File: src/hw/rtl/mrfe_pkg.sv
// Types, codes and the CRC-16 helper of the Modbus RTU master frame engine
package mrfe_pkg;

	localparam logic [1:0] REQ_READ  = 2'd0;
	localparam logic [1:0] REQ_WRITE = 2'd1;
	localparam logic [1:0] REQ_RX    = 2'd2;

	localparam logic OUT_TX   = 1'b0;
	localparam logic OUT_DONE = 1'b1;

	localparam logic [1:0] STATUS_OK       = 2'd0;
	localparam logic [1:0] STATUS_CRC_ERR  = 2'd1;
	localparam logic [1:0] STATUS_ECHO_BAD = 2'd2;

	localparam logic [7:0]  FC_READ_HOLD    = 8'h03;
	localparam logic [7:0]  FC_WRITE_SINGLE = 8'h06;
	localparam logic [15:0] READ_COUNT      = 16'h0001;
	localparam logic [15:0] CRC_INIT        = 16'hFFFF;
	localparam logic [15:0] CRC_POLY        = 16'hA001;
	localparam logic [15:0] READ_FAIL_VALUE = 16'hFFFF;

	localparam int CMD_FIFO_DEPTH = 4;
	localparam int RES_FIFO_DEPTH = 4;

	typedef struct packed {
		logic [1:0]  req_type;
		logic [7:0]  unit_addr;
		logic [15:0] hreg_addr;
		logic [15:0] reg_value;
		logic [7:0]  rx_byte;
	} in_item_t;

	typedef struct packed {
		logic        out_kind;
		logic [7:0]  tx_byte;
		logic        last;
		logic [1:0]  status;
		logic [15:0] read_value;
	} out_item_t;

	typedef enum logic [1:0] {
		CMD_READ,
		CMD_WRITE,
		CMD_BYTE
	} cmd_kind_t;

	typedef struct packed {
		cmd_kind_t   kind;
		logic [7:0]  slave;
		logic [15:0] hreg_addr;
		logic [15:0] data;
	} cmd_t;

	function automatic logic [15:0] crc_byte(input logic [15:0] crc, input logic [7:0] b);
		logic [15:0] c;
		c = crc ^ {8'h00, b};
		for (int k = 0; k < 8; k++) begin
			if (c[0]) begin
				c = (c >> 1) ^ CRC_POLY;
			end else begin
				c = c >> 1;
			end
		end
		return c;
	endfunction

endpackage

File: src/hw/rtl/mrfe_fifo.sv
// Small synchronous first-word-fall-through FIFO
module mrfe_fifo #(
	parameter int WIDTH = 8,
	parameter int DEPTH = 4
) (
	input  logic             clk,
	input  logic             arst_n,
	input  logic             push,
	input  logic [WIDTH-1:0] wdata,
	output logic             full,
	input  logic             pop,
	output logic [WIDTH-1:0] rdata,
	output logic             empty
);
	localparam int AW = (DEPTH > 1) ? $clog2(DEPTH) : 1;
	localparam int CW = $clog2(DEPTH + 1);

	logic [WIDTH-1:0] mem_q [DEPTH];
	logic [AW-1:0]    wr_ptr_q;
	logic [AW-1:0]    rd_ptr_q;
	logic [CW-1:0]    count_q;
	logic             do_push;
	logic             do_pop;

	assign full    = (count_q == CW'(DEPTH));
	assign empty   = (count_q == '0);
	assign do_push = push && !full;
	assign do_pop  = pop && !empty;
	assign rdata   = mem_q[rd_ptr_q];

	always_ff @(posedge clk or negedge arst_n) begin
		if (!arst_n) begin
			wr_ptr_q <= '0;
			rd_ptr_q <= '0;
			count_q  <= '0;
		end else begin
			if (do_push) begin
				wr_ptr_q <= (wr_ptr_q == AW'(DEPTH - 1)) ? '0 : wr_ptr_q + AW'(1);
			end
			if (do_pop) begin
				rd_ptr_q <= (rd_ptr_q == AW'(DEPTH - 1)) ? '0 : rd_ptr_q + AW'(1);
			end
			if (do_push && !do_pop) begin
				count_q <= count_q + CW'(1);
			end else if (do_pop && !do_push) begin
				count_q <= count_q - CW'(1);
			end
		end
	end

	always_ff @(posedge clk) begin
		if (do_push) begin
			mem_q[wr_ptr_q] <= wdata;
		end
	end

endmodule

File: src/hw/rtl/mrfe_front.sv
// Front end: takes input items, classifies them and queues commands
module mrfe_front #(
	parameter int CMD_DEPTH = 4
) (
	input  logic              clk,
	input  logic              arst_n,
	input  logic              push,
	output logic              full,
	input  mrfe_pkg::in_item_t item,
	input  logic              cmd_pop,
	output mrfe_pkg::cmd_t    cmd,
	output logic              cmd_empty
);
	import mrfe_pkg::*;

	cmd_t cmd_in;
	logic keep;
	logic cmd_push;
	logic cmd_full;

	always_comb begin
		cmd_in.kind      = CMD_BYTE;
		cmd_in.slave     = item.unit_addr;
		cmd_in.hreg_addr = item.hreg_addr;
		cmd_in.data      = {8'h00, item.rx_byte};
		keep             = 1'b1;
		case (item.req_type)
			REQ_READ: begin
				cmd_in.kind = CMD_READ;
				cmd_in.data = READ_COUNT;
			end
			REQ_WRITE: begin
				cmd_in.kind = CMD_WRITE;
				cmd_in.data = item.reg_value;
			end
			REQ_RX: begin
				cmd_in.kind = CMD_BYTE;
			end
			default: begin
				keep = 1'b0;
			end
		endcase
	end

	assign full     = cmd_full;
	assign cmd_push = push && !cmd_full && keep;

	mrfe_fifo #(
		.WIDTH($bits(cmd_t)),
		.DEPTH(CMD_DEPTH)
	) u_cmd_fifo (
		.clk   (clk),
		.arst_n(arst_n),
		.push  (cmd_push),
		.wdata (cmd_in),
		.full  (cmd_full),
		.pop   (cmd_pop),
		.rdata (cmd),
		.empty (cmd_empty)
	);

endmodule

File: src/hw/rtl/mrfe_back.sv
// Back end: frame transmit with CRC, response check and completion
module mrfe_back (
	input  logic               clk,
	input  logic               arst_n,
	input  logic               cmd_empty,
	input  mrfe_pkg::cmd_t     cmd,
	output logic               cmd_pop,
	input  logic               res_full,
	output logic               res_push,
	output mrfe_pkg::out_item_t res
);
	import mrfe_pkg::*;

	typedef enum logic [1:0] {
		PH_IDLE,
		PH_READ,
		PH_WRITE
	} phase_t;

	phase_t      phase_q;
	logic        tx_active_q;
	logic [2:0]  tx_idx_q;
	logic [15:0] crc_tx_q;
	cmd_t        hold_q;
	logic [7:0]  sent_frame_q [8];
	logic [2:0]  rx_count_q;
	logic [15:0] crc_acc_q;
	logic [15:0] data_word_q;
	logic [7:0]  crc_low_q;
	logic        echo_bad_q;

	logic        can_go;
	logic [7:0]  tx_byte_w;
	logic [7:0]  fn_code;
	logic [7:0]  rx_b;
	logic        is_req;
	logic        read_done;
	logic        write_done;
	logic        echo_diff;

	assign can_go  = !res_full;
	assign cmd_pop = !tx_active_q && !cmd_empty && can_go;
	assign fn_code = (hold_q.kind == CMD_READ) ? FC_READ_HOLD : FC_WRITE_SINGLE;
	assign rx_b    = cmd.data[7:0];
	assign is_req  = (cmd.kind == CMD_READ) || (cmd.kind == CMD_WRITE);
	assign read_done  = (cmd.kind == CMD_BYTE) && (phase_q == PH_READ) && (rx_count_q == 3'd6);
	assign write_done = (cmd.kind == CMD_BYTE) && (phase_q == PH_WRITE) && (rx_count_q == 3'd7);
	assign echo_diff  = (rx_b != sent_frame_q[rx_count_q]);

	always_comb begin
		case (tx_idx_q)
			3'd1:    tx_byte_w = fn_code;
			3'd2:    tx_byte_w = hold_q.hreg_addr[15:8];
			3'd3:    tx_byte_w = hold_q.hreg_addr[7:0];
			3'd4:    tx_byte_w = hold_q.data[15:8];
			3'd5:    tx_byte_w = hold_q.data[7:0];
			3'd6:    tx_byte_w = crc_tx_q[7:0];
			3'd7:    tx_byte_w = crc_tx_q[15:8];
			default: tx_byte_w = hold_q.slave;
		endcase
	end

	always_comb begin
		res      = '0;
		res_push = 1'b0;
		if (tx_active_q) begin
			res_push     = can_go;
			res.out_kind = OUT_TX;
			res.tx_byte  = tx_byte_w;
			res.last     = (tx_idx_q == 3'd7);
		end else if (cmd_pop) begin
			if (is_req) begin
				res_push     = 1'b1;
				res.out_kind = OUT_TX;
				res.tx_byte  = cmd.slave;
			end else if (read_done) begin
				res_push     = 1'b1;
				res.out_kind = OUT_DONE;
				res.last     = 1'b1;
				if ({rx_b, crc_low_q} == crc_acc_q) begin
					res.status     = STATUS_OK;
					res.read_value = data_word_q;
				end else begin
					res.status     = STATUS_CRC_ERR;
					res.read_value = READ_FAIL_VALUE;
				end
			end else if (write_done) begin
				res_push     = 1'b1;
				res.out_kind = OUT_DONE;
				res.last     = 1'b1;
				res.status   = (echo_bad_q || echo_diff) ? STATUS_ECHO_BAD : STATUS_OK;
			end
		end
	end

	always_ff @(posedge clk or negedge arst_n) begin
		if (!arst_n) begin
			phase_q     <= PH_IDLE;
			tx_active_q <= 1'b0;
			tx_idx_q    <= '0;
			crc_tx_q    <= CRC_INIT;
			rx_count_q  <= '0;
			crc_acc_q   <= CRC_INIT;
			data_word_q <= '0;
			crc_low_q   <= '0;
			echo_bad_q  <= 1'b0;
		end else if (tx_active_q) begin
			if (can_go) begin
				if (tx_idx_q < 3'd6) begin
					crc_tx_q <= crc_byte(crc_tx_q, tx_byte_w);
				end
				if (tx_idx_q == 3'd7) begin
					tx_active_q <= 1'b0;
				end
				tx_idx_q <= tx_idx_q + 3'd1;
			end
		end else if (cmd_pop) begin
			case (cmd.kind)
				CMD_READ, CMD_WRITE: begin
					phase_q     <= (cmd.kind == CMD_READ) ? PH_READ : PH_WRITE;
					tx_active_q <= 1'b1;
					tx_idx_q    <= 3'd1;
					crc_tx_q    <= crc_byte(CRC_INIT, cmd.slave);
					rx_count_q  <= '0;
					crc_acc_q   <= CRC_INIT;
					data_word_q <= '0;
					crc_low_q   <= '0;
					echo_bad_q  <= 1'b0;
				end
				CMD_BYTE: begin
					case (phase_q)
						PH_READ: begin
							if (rx_count_q < 3'd5) begin
								crc_acc_q <= crc_byte(crc_acc_q, rx_b);
							end
							if (rx_count_q == 3'd3) begin
								data_word_q[15:8] <= rx_b;
							end else if (rx_count_q == 3'd4) begin
								data_word_q[7:0] <= rx_b;
							end else if (rx_count_q == 3'd5) begin
								crc_low_q <= rx_b;
							end
							if (read_done) begin
								phase_q    <= PH_IDLE;
								rx_count_q <= '0;
							end else begin
								rx_count_q <= rx_count_q + 3'd1;
							end
						end
						PH_WRITE: begin
							if (echo_diff) begin
								echo_bad_q <= 1'b1;
							end
							if (write_done) begin
								phase_q    <= PH_IDLE;
								rx_count_q <= '0;
							end else begin
								rx_count_q <= rx_count_q + 3'd1;
							end
						end
						default: begin
						end
					endcase
				end
				default: begin
				end
			endcase
		end
	end

	always_ff @(posedge clk) begin
		if (tx_active_q && can_go) begin
			sent_frame_q[tx_idx_q] <= tx_byte_w;
		end else if (cmd_pop && is_req) begin
			hold_q          <= cmd;
			sent_frame_q[0] <= cmd.slave;
		end
	end

endmodule

File: src/hw/rtl/modbus_rtu_master_frame_engine.sv
// Top level of the Modbus RTU master frame engine
//
// Input channel (push/full): read request, write request or received line byte.
// Result channel (empty/pop): transmit bytes and transaction completions, in order.
// A request yields eight transmit bytes (last on the eighth): address, function,
// register, count or value, then CRC-16 low and high. A read completes after the
// seventh response byte with the data word or a CRC error; a write completes after
// the eighth echo byte with ok or echo mismatch. A new request drops any pending
// transaction. Bytes arriving while idle, and request type 3, give no result.
// Throughput: one received byte per cycle while the result queue has room; a
// request holds off new commands until its eight transmit bytes are queued.
// Each item passes through the command queue, then the result queue, before
// its results reach the result ports.
// Stall: while the result queue is full the back end holds; once the command
// queue fills, full rises and no more items are taken.
// Reset: both queues empty, engine idle, no results pending.
module modbus_rtu_master_frame_engine #(
	parameter int CMD_DEPTH = mrfe_pkg::CMD_FIFO_DEPTH,
	parameter int RES_DEPTH = mrfe_pkg::RES_FIFO_DEPTH
) (
	input  logic                clk,
	input  logic                arst_n,
	input  logic                push,
	output logic                full,
	input  mrfe_pkg::in_item_t  item,
	output logic                empty,
	input  logic                pop,
	output mrfe_pkg::out_item_t result
);
	import mrfe_pkg::*;

	cmd_t      cmd;
	logic      cmd_empty;
	logic      cmd_pop;
	logic      res_full;
	logic      res_push;
	out_item_t res;

	mrfe_front #(
		.CMD_DEPTH(CMD_DEPTH)
	) u_front (
		.clk      (clk),
		.arst_n   (arst_n),
		.push     (push),
		.full     (full),
		.item     (item),
		.cmd_pop  (cmd_pop),
		.cmd      (cmd),
		.cmd_empty(cmd_empty)
	);

	mrfe_back u_back (
		.clk      (clk),
		.arst_n   (arst_n),
		.cmd_empty(cmd_empty),
		.cmd      (cmd),
		.cmd_pop  (cmd_pop),
		.res_full (res_full),
		.res_push (res_push),
		.res      (res)
	);

	mrfe_fifo #(
		.WIDTH($bits(out_item_t)),
		.DEPTH(RES_DEPTH)
	) u_res_fifo (
		.clk   (clk),
		.arst_n(arst_n),
		.push  (res_push),
		.wdata (res),
		.full  (res_full),
		.pop   (pop),
		.rdata (result),
		.empty (empty)
	);

endmodule

File: config.mk
export PLATFORM = sky130hd
export DESIGN_NAME = modbus_rtu_master_frame_engine
export DESIGN_NICKNAME = d
export VERILOG_FILES = /design/src/hw/rtl/mrfe_pkg.sv /design/src/hw/rtl/mrfe_fifo.sv /design/src/hw/rtl/mrfe_front.sv /design/src/hw/rtl/mrfe_back.sv /design/src/hw/rtl/modbus_rtu_master_frame_engine.sv
export SDC_FILE = /design/constraint.sdc
export NUM_CORES = 1
export LEC_CHECK = 0
export BUFFER_PORTS_ARGS = -buffer_cell sky130_fd_sc_hd__buf_4
export CAP_MARGIN = 20
export CORE_MARGIN = 3
export CORE_UTILIZATION = 41
export DETAILED_ROUTE_END_ITERATION = 8
export PLACE_DENSITY = 0.67
export SETUP_SLACK_MARGIN = 0.3
export SYNTH_ARGS = -nofsm -noshare
export SYNTH_HDL_FRONTEND = slang
export SYNTH_SLANG_ARGS = --single-unit
File: constraint.sdc
create_clock -name clk -period 10.6 [get_ports clk]
set_input_delay 2.12 -clock clk [delete_from_list [all_inputs] [get_ports clk]]
set_output_delay 2.12 -clock clk [all_outputs]
set_load 0.05 [all_outputs]
=== After elaboration in Yosys (flattened, before gate mapping) ===
Memories as Yosys holds them, arrays and structs flattened.
Cells that the tools add are included.

* Register bits after elaboration: 122
* RAM bits: 344
* Input port bits: 54
* Output and inout port bits: 30
* Logic and storage cells: 337
* Memories kept: 3

{| class="wikitable"
|+ Memories
! memory !! words !! bits a word !! read ports !! clocked after Yosys merged registers in !! wr ports !! RTL line !! text
|-
| u_front.u_cmd_fifo.mem_q || 4 || 42 || 1 || 0 || 1 || mrfe_fifo.sv:18 || <nowiki>logic [WIDTH-1:0] mem_q [DEPTH];</nowiki>
|-
| u_res_fifo.mem_q || 4 || 28 || 1 || 0 || 1 || mrfe_fifo.sv:18 ||
|-
| u_back.sent_frame_q || 8 || 8 || 1 || 0 || 1 || mrfe_back.sv:25 || <nowiki>logic [7:0] sent_frame_q [8];</nowiki>
|}

* Add/subtract/negate cells: 10
* Order comparisons: 2
* Equality and inequality tests: 40
* Mux-type cells: 181
* Bitwise logic cells: 29
* Reductions and logical operators: 52

{| class="wikitable"
|+ Operators by type and width
! kind !! count
|-
| two-way mux 16 bit || 110
|-
| one-hot mux 16 bit (2 select lines) || 3
|-
| two-way mux 8 bit || 9
|-
| inverter 2 -> 3 bit || 24
|-
| one-hot mux 8 bit (7 select lines) || 1
|-
| two-way mux 3 bit || 14
|-
| bitwise XOR 16 x 8 -> 16 bit || 2
|-
| == test 3 bit (second input constant) || 10
|-
| two-way mux 28 bit || 1
|-
| two-way mux 1 bit || 24
|-
| != test 2 bit (second input constant) || 10
|-
| two-way mux 19 bit || 1
|-
| logical AND 1 bit || 18
|-
| two-way mux 18 bit || 1
|-
| two-way mux 17 bit || 1
|-
| == test 16 bit || 1
|-
| two-way mux 2 bit || 8
|-
| inverter 8 -> 16 bit || 1
|-
| one-hot mux 8 bit (2 select lines) || 1
|-
| AND reduction 5 bit || 3
|-
| == test 2 bit (second input constant) || 7
|-
| adder 3 x 1 -> 3 bit (second input constant) || 4
|-
| one-hot mux 2 bit (2 select lines) || 3
|-
| one-hot mux 3 bit (2 select lines) || 2
|-
| 26 further kinds || 55
|}

=== Depth between registers and ports, before layout ===
An unclocked memory read counts as a cell.

* Depth after elaboration: 56
* Mapped depth: 14
* Gate-level depth less buffers: 13

=== Cells and area by module ===
Synthesis repeated with hierarchy kept, for this count alone.

* Cell total of the unflattened synthesis: 1160
* Area, all modules: 19513.7 um2

{| class="wikitable"
|+ By module, submodules not included
! module !! times used !! cells each !! area each (um2) !! seq. area each (um2)
|-
| mrfe_back || 1 || 695 || 8284.2 || 4874.7
|-
| mrfe_fifo at u_front.u_cmd_fifo || 1 || 257 || 6558.8 || 5220.0
|-
| mrfe_fifo at u_res_fifo || 1 || 183 || 4484.3 || 3538.4
|-
| mrfe_front || 1 || 25 || 186.4 || 0.0
|}

=== Worst setup path before layout ===
No wires, ideal clock.

* Kind: input -> register
* Start: input port item[49] in the netlist's numbering
* End: memory u_front.u_cmd_fifo.mem_q[3][0] in the netlist's numbering, enable pin
* Library setup time: 0.404 ns
* Arrival time: 3.762 ns
* Required time: 10.196 ns
* Slack: 6.435 ns
* Cell stages on the path: 5
* Path buffers: 1
* Cell sequence: clkbuf_1 > nand2_1 > nand2_1 > nor2_1 > and2_1

* Word-level cells in the longest chain between the ends: 7
* Elaborated cells on any way between the ends: 9
* Classes of those cells: eq/ne (2); mux (3); reduce/logical (4)

{| class="wikitable"
|+ Ends and longest elaborated chain
! element !! RTL line !! text
|-
| from (decl) || modbus_rtu_master_frame_engine.sv:25 || <nowiki>input mrfe_pkg::in_item_t item,</nowiki>
|-
| == test 2 x 1 -> 1 bit (tied with other cells) || mrfe_front.sv:27 || <nowiki>case (item.req_type)</nowiki>
|-
| OR reduction 3 bit (no source line) * || n/a ||
|-
| two-way mux 1 bit * || mrfe_front.sv:27 ||
|-
| logical AND 1 bit * || mrfe_front.sv:46 || <nowiki>assign cmd_push = push && !cmd_full && keep;</nowiki>
|-
| logical AND 1 bit * || mrfe_fifo.sv:27 || <nowiki>assign do_push = push && !full;</nowiki>
|-
| net u_front.u_cmd_fifo.do_push || mrfe_fifo.sv:22 || <nowiki>logic do_push;</nowiki>
|-
| two-way mux 1 bit * || mrfe_fifo.sv:52 || <nowiki>if (do_push) begin</nowiki>
|-
| two-way mux 1 bit (implied by the code) * || mrfe_fifo.sv:53 || <nowiki>mem_q[wr_ptr_q] <= wdata;</nowiki>
|-
| to (decl) || mrfe_fifo.sv:18 ||
|}

The timed path passes the listed nets; every way through them passes the cells marked *.

==> results by group <==
Status
  – Status: finished, final reports clean

Global routing
  – Vias in the first global route: 10400
  – Largest net degree at the start of global routing: 67
  – First-pass GRT wire length: 60500 um
  – M2 GR Usage: 25.8%
  – Overflow after GRT: 0
  – GR Util met3: 2.56%
  – Initial antenna violation count: 0
  – Met1 GRT Util: 21.4%
  – Total GRT Usage: 15.7%
  – Gr busiest metal: met2

CTS
  – Post CTS Setup Buffer Count: 0
  – Clock Path Buffers: 3
  – Total CTS buffers: 47
  – CTS Root Cell: clkbuf_16
  – TritonCTS clock tree: yes
  – Post-CTS Resized: 0
  – Worst-Skew Late Latency: 0.58 ns
  – Clock sink count: 466
  – CTS clk-pin slew, worst paths: 0.06 ns
  – H-tree levels: 2
  – Hold-fix buffers, CTS: 0

Setup path
  – Critical Path Sink Type: register
  – Register-to-Register Path Depth: 12
  – RR Endpoint: u_res_fifo.count_q[2]
  – Arr. time, crit path: 5.08 ns
  – Worst EP required: 11.09 ns
  – Worst setup SP type: register
  – FF-to-FF Start: u_front.u_cmd_fifo.rd_ptr_q[0]
  – Setup slack, reg-to-reg: 6.00 ns
  – CP max FO: 45
  – WS Path Type: reg -> reg

Route
  – Post-Route WL: 39000 um
  – DRT iter0 DRCs: 690
  – DRC violations left: 0
  – Via density: 5.41
  – Routed Antenna Nets: 0
  – Routed len/inst: 21.0 um
  – Vias: 10000
  – Drt pass-1 iters: 5

Cells and area
  – Post-route cell area: 22400 sq um
  – Area growth, synth to finish: 15.0%
  – Nets: 1296
  – Ratio of cells with drive above 1 in the final layout: 28.6%
  – Commonest non-fill, non-tap cells in the layout: 386 x edfxtp_1, 103 x buf_4, 86 x mux4_2
  – Most common cell after layout, fill and taps aside: edfxtp_1
  – N_diodes: 0

Yosys
  – Largest area contributor in the netlist: edfxtp_1
  – Sequential-to-total area share from yosys stat: 70.0%
  – Unique masters post-synth: 67
  – Synth area leaders: edfxtp_1 60%, mux4_2 9.9%, dfrtp_1 6.2%
  – EDFF count, synth: 386
  – Cells after Synth: 1113
  – Post-synth ARST share: 17.2%
  – Synth Register Bits: 466
  – Ys Warns: 0
  – Most used DFF post-synth: edfxtp_1
  – Post-Syn Nets: 1195
  – Post-Syn Area per Cell: 17.5 sq um
  – Mapped Area: 19500 sq um
  – Share of Yosys cell area claimed by the top area cell type: 59.5%

Flow run
  – Maxcap violations: 0

Timing
  – Max_slew headroom: 22.3%
  – RSZ-0062 raised after global routing: false
  – Fmax: 0.217 GHz
  – Final worst path period share: 43.4%
  – Clk_skew: 0.0202 ns
  – TNS Setup: 0 ns
  – Setup-failing EPs final: 0
  – Final worst path period need: 4.60 ns
  – Fin. Hold Viols: 0
  – Final slew viol count: 0
  – Worst-Margin Slew: 1.15 ns

Worst hold path
  – Worst Hold Depth: 2
  – Worst Hold Endpoint: u_back.crc_tx_q[1]
  – Worst min path class: reg -> reg
  – Hold Path Origin: u_back.crc_tx_q[9]

Die
  – Starting Density: 41.7%
  – Die width: 224 um
  – Die H: 224 um
  – Core Area: 46800 sq um
  – Row count: 79
  – Full die area: 50100 sq um
  – Io pins: 84

Placed design
  – Port bufs: 83
  – Post-DP HPWL: 24400 um
  – Final GP Congestion: 0.819
  – Cell area after placement: 20800 sq um
[logic make-up (layout without fill, tap and decap cells)]
logic type	after synthesis	in the layout	share of synthesized area, %
fa+ha+maj	28	28	1.88
mux	126	126	12.2
simple gates	172	172	4.27
buf+inv	79	218	1.78
xor+xnor	82	82	4.20
flops	466	466	70.0
compound gates	160	160	5.67
[state kept, by name, indices dropped and copies added (netlist names)]
register / count
u_res_fifo.rd_ptr_q: 2
u_res_fifo.wr_ptr_q: 2
u_front.u_cmd_fifo.wr_ptr_q: 2
u_back.data_word_q: 16
u_res_fifo.count_q: 3
u_back.crc_low_q: 8
u_front.u_cmd_fifo.count_q: 3
u_back.tx_idx_q: 3
u_back.echo_bad_q: 1
u_back.tx_active_q: 1
u_back.crc_tx_q: 16
u_front.u_cmd_fifo.mem_q: 168
u_back.sent_frame_q: 64
u_back.crc_acc_q: 16
u_back.hold_q: 42
u_back.phase_q: 2
u_res_fifo.mem_q: 112
u_back.rx_count_q: 3
u_front.u_cmd_fifo.rd_ptr_q: 2
[Yosys cell counts, drive strengths merged, types with 5 or more instances]
master	count
o21ai	37
nand3	5
nor2b	7
o22a	9
clkbuf	31
nor3	13
inv	25
nand2	52
a22o	9
and2	25
a22oi	8
mux4	86
buf	22
ha	26
mux2	30
o211ai	6
dfstp	32
xor2	43
mux2i	10
edfxtp	386
a222oi	6
a21oi	30
a21o	20
dfrtp	48
xnor2	37
a31oi	10
nor2	45
[worst max-delay path by stage]
stage,start,end,slack [ns],cells past startpoint
after CTS,u_res_fifo.rd_ptr_q[0],result[2],5.89,2
after detailed placement,u_front.u_cmd_fifo.rd_ptr_q[0],u_res_fifo.count_q[2],5.96,12
after global placement,u_front.u_cmd_fifo.rd_ptr_q[0],u_res_fifo.count_q[2],6.19,12
after global routing,u_front.u_cmd_fifo.rd_ptr_q[0],u_res_fifo.count_q[2],5.58,12
final,u_front.u_cmd_fifo.rd_ptr_q[0],u_res_fifo.count_q[2],6.00,12
after floorplan,item[49],u_front.u_cmd_fifo.mem_q[3][0],6.43,5
[stage by stage]
stage	instances	setup WS, ns	hold slack, ns	util, %
3_3_place_gp	1769	6.19	0.480	44.4
3_5_place_dp	1770	5.96	0.487	44.5
4_1_cts	1857	5.89	0.497	47.8
6_report	1859	6.00	0.495	47.9
5_1_grt	1859	5.58	0.512	47.9
2_1_floorplan	1113	6.43	0.456	-
[worst max-delay path: stages (launching register included)]
cell	delay [ns]
dfrtp_2	0.34
buf_4	0.66
mux4_2	0.67
nor2_1	0.59
nand2_1	0.26
a21oi_1	0.48
o21a_1	0.34
ha_1	0.23
inv_1	0.07
fa_1	0.42
xor2_1	0.16
nor2_1	0.12
xor2_1	0.14
[cell type report]
class                   instances  area [sq um]
fillers                      3899         24400
inverters                      26          97.6
clock inverters                36           357
multi-input cells             568          5520
flip-flops and latches        466         13600
clock buffers                  51          1220
repair buffers                105           805
well taps                     607           759
[per-layer routing]
metal	vias to the layer above	share of wire, %
li1	4526	-
met5	-	0
met3	69	5.3
met4	0	2.9
met1	5138	43
met2	316	48
Power is left out: the tool's default activity adds up to more than one toggle a clock period on the data nets, which glitch-free logic cannot reach.
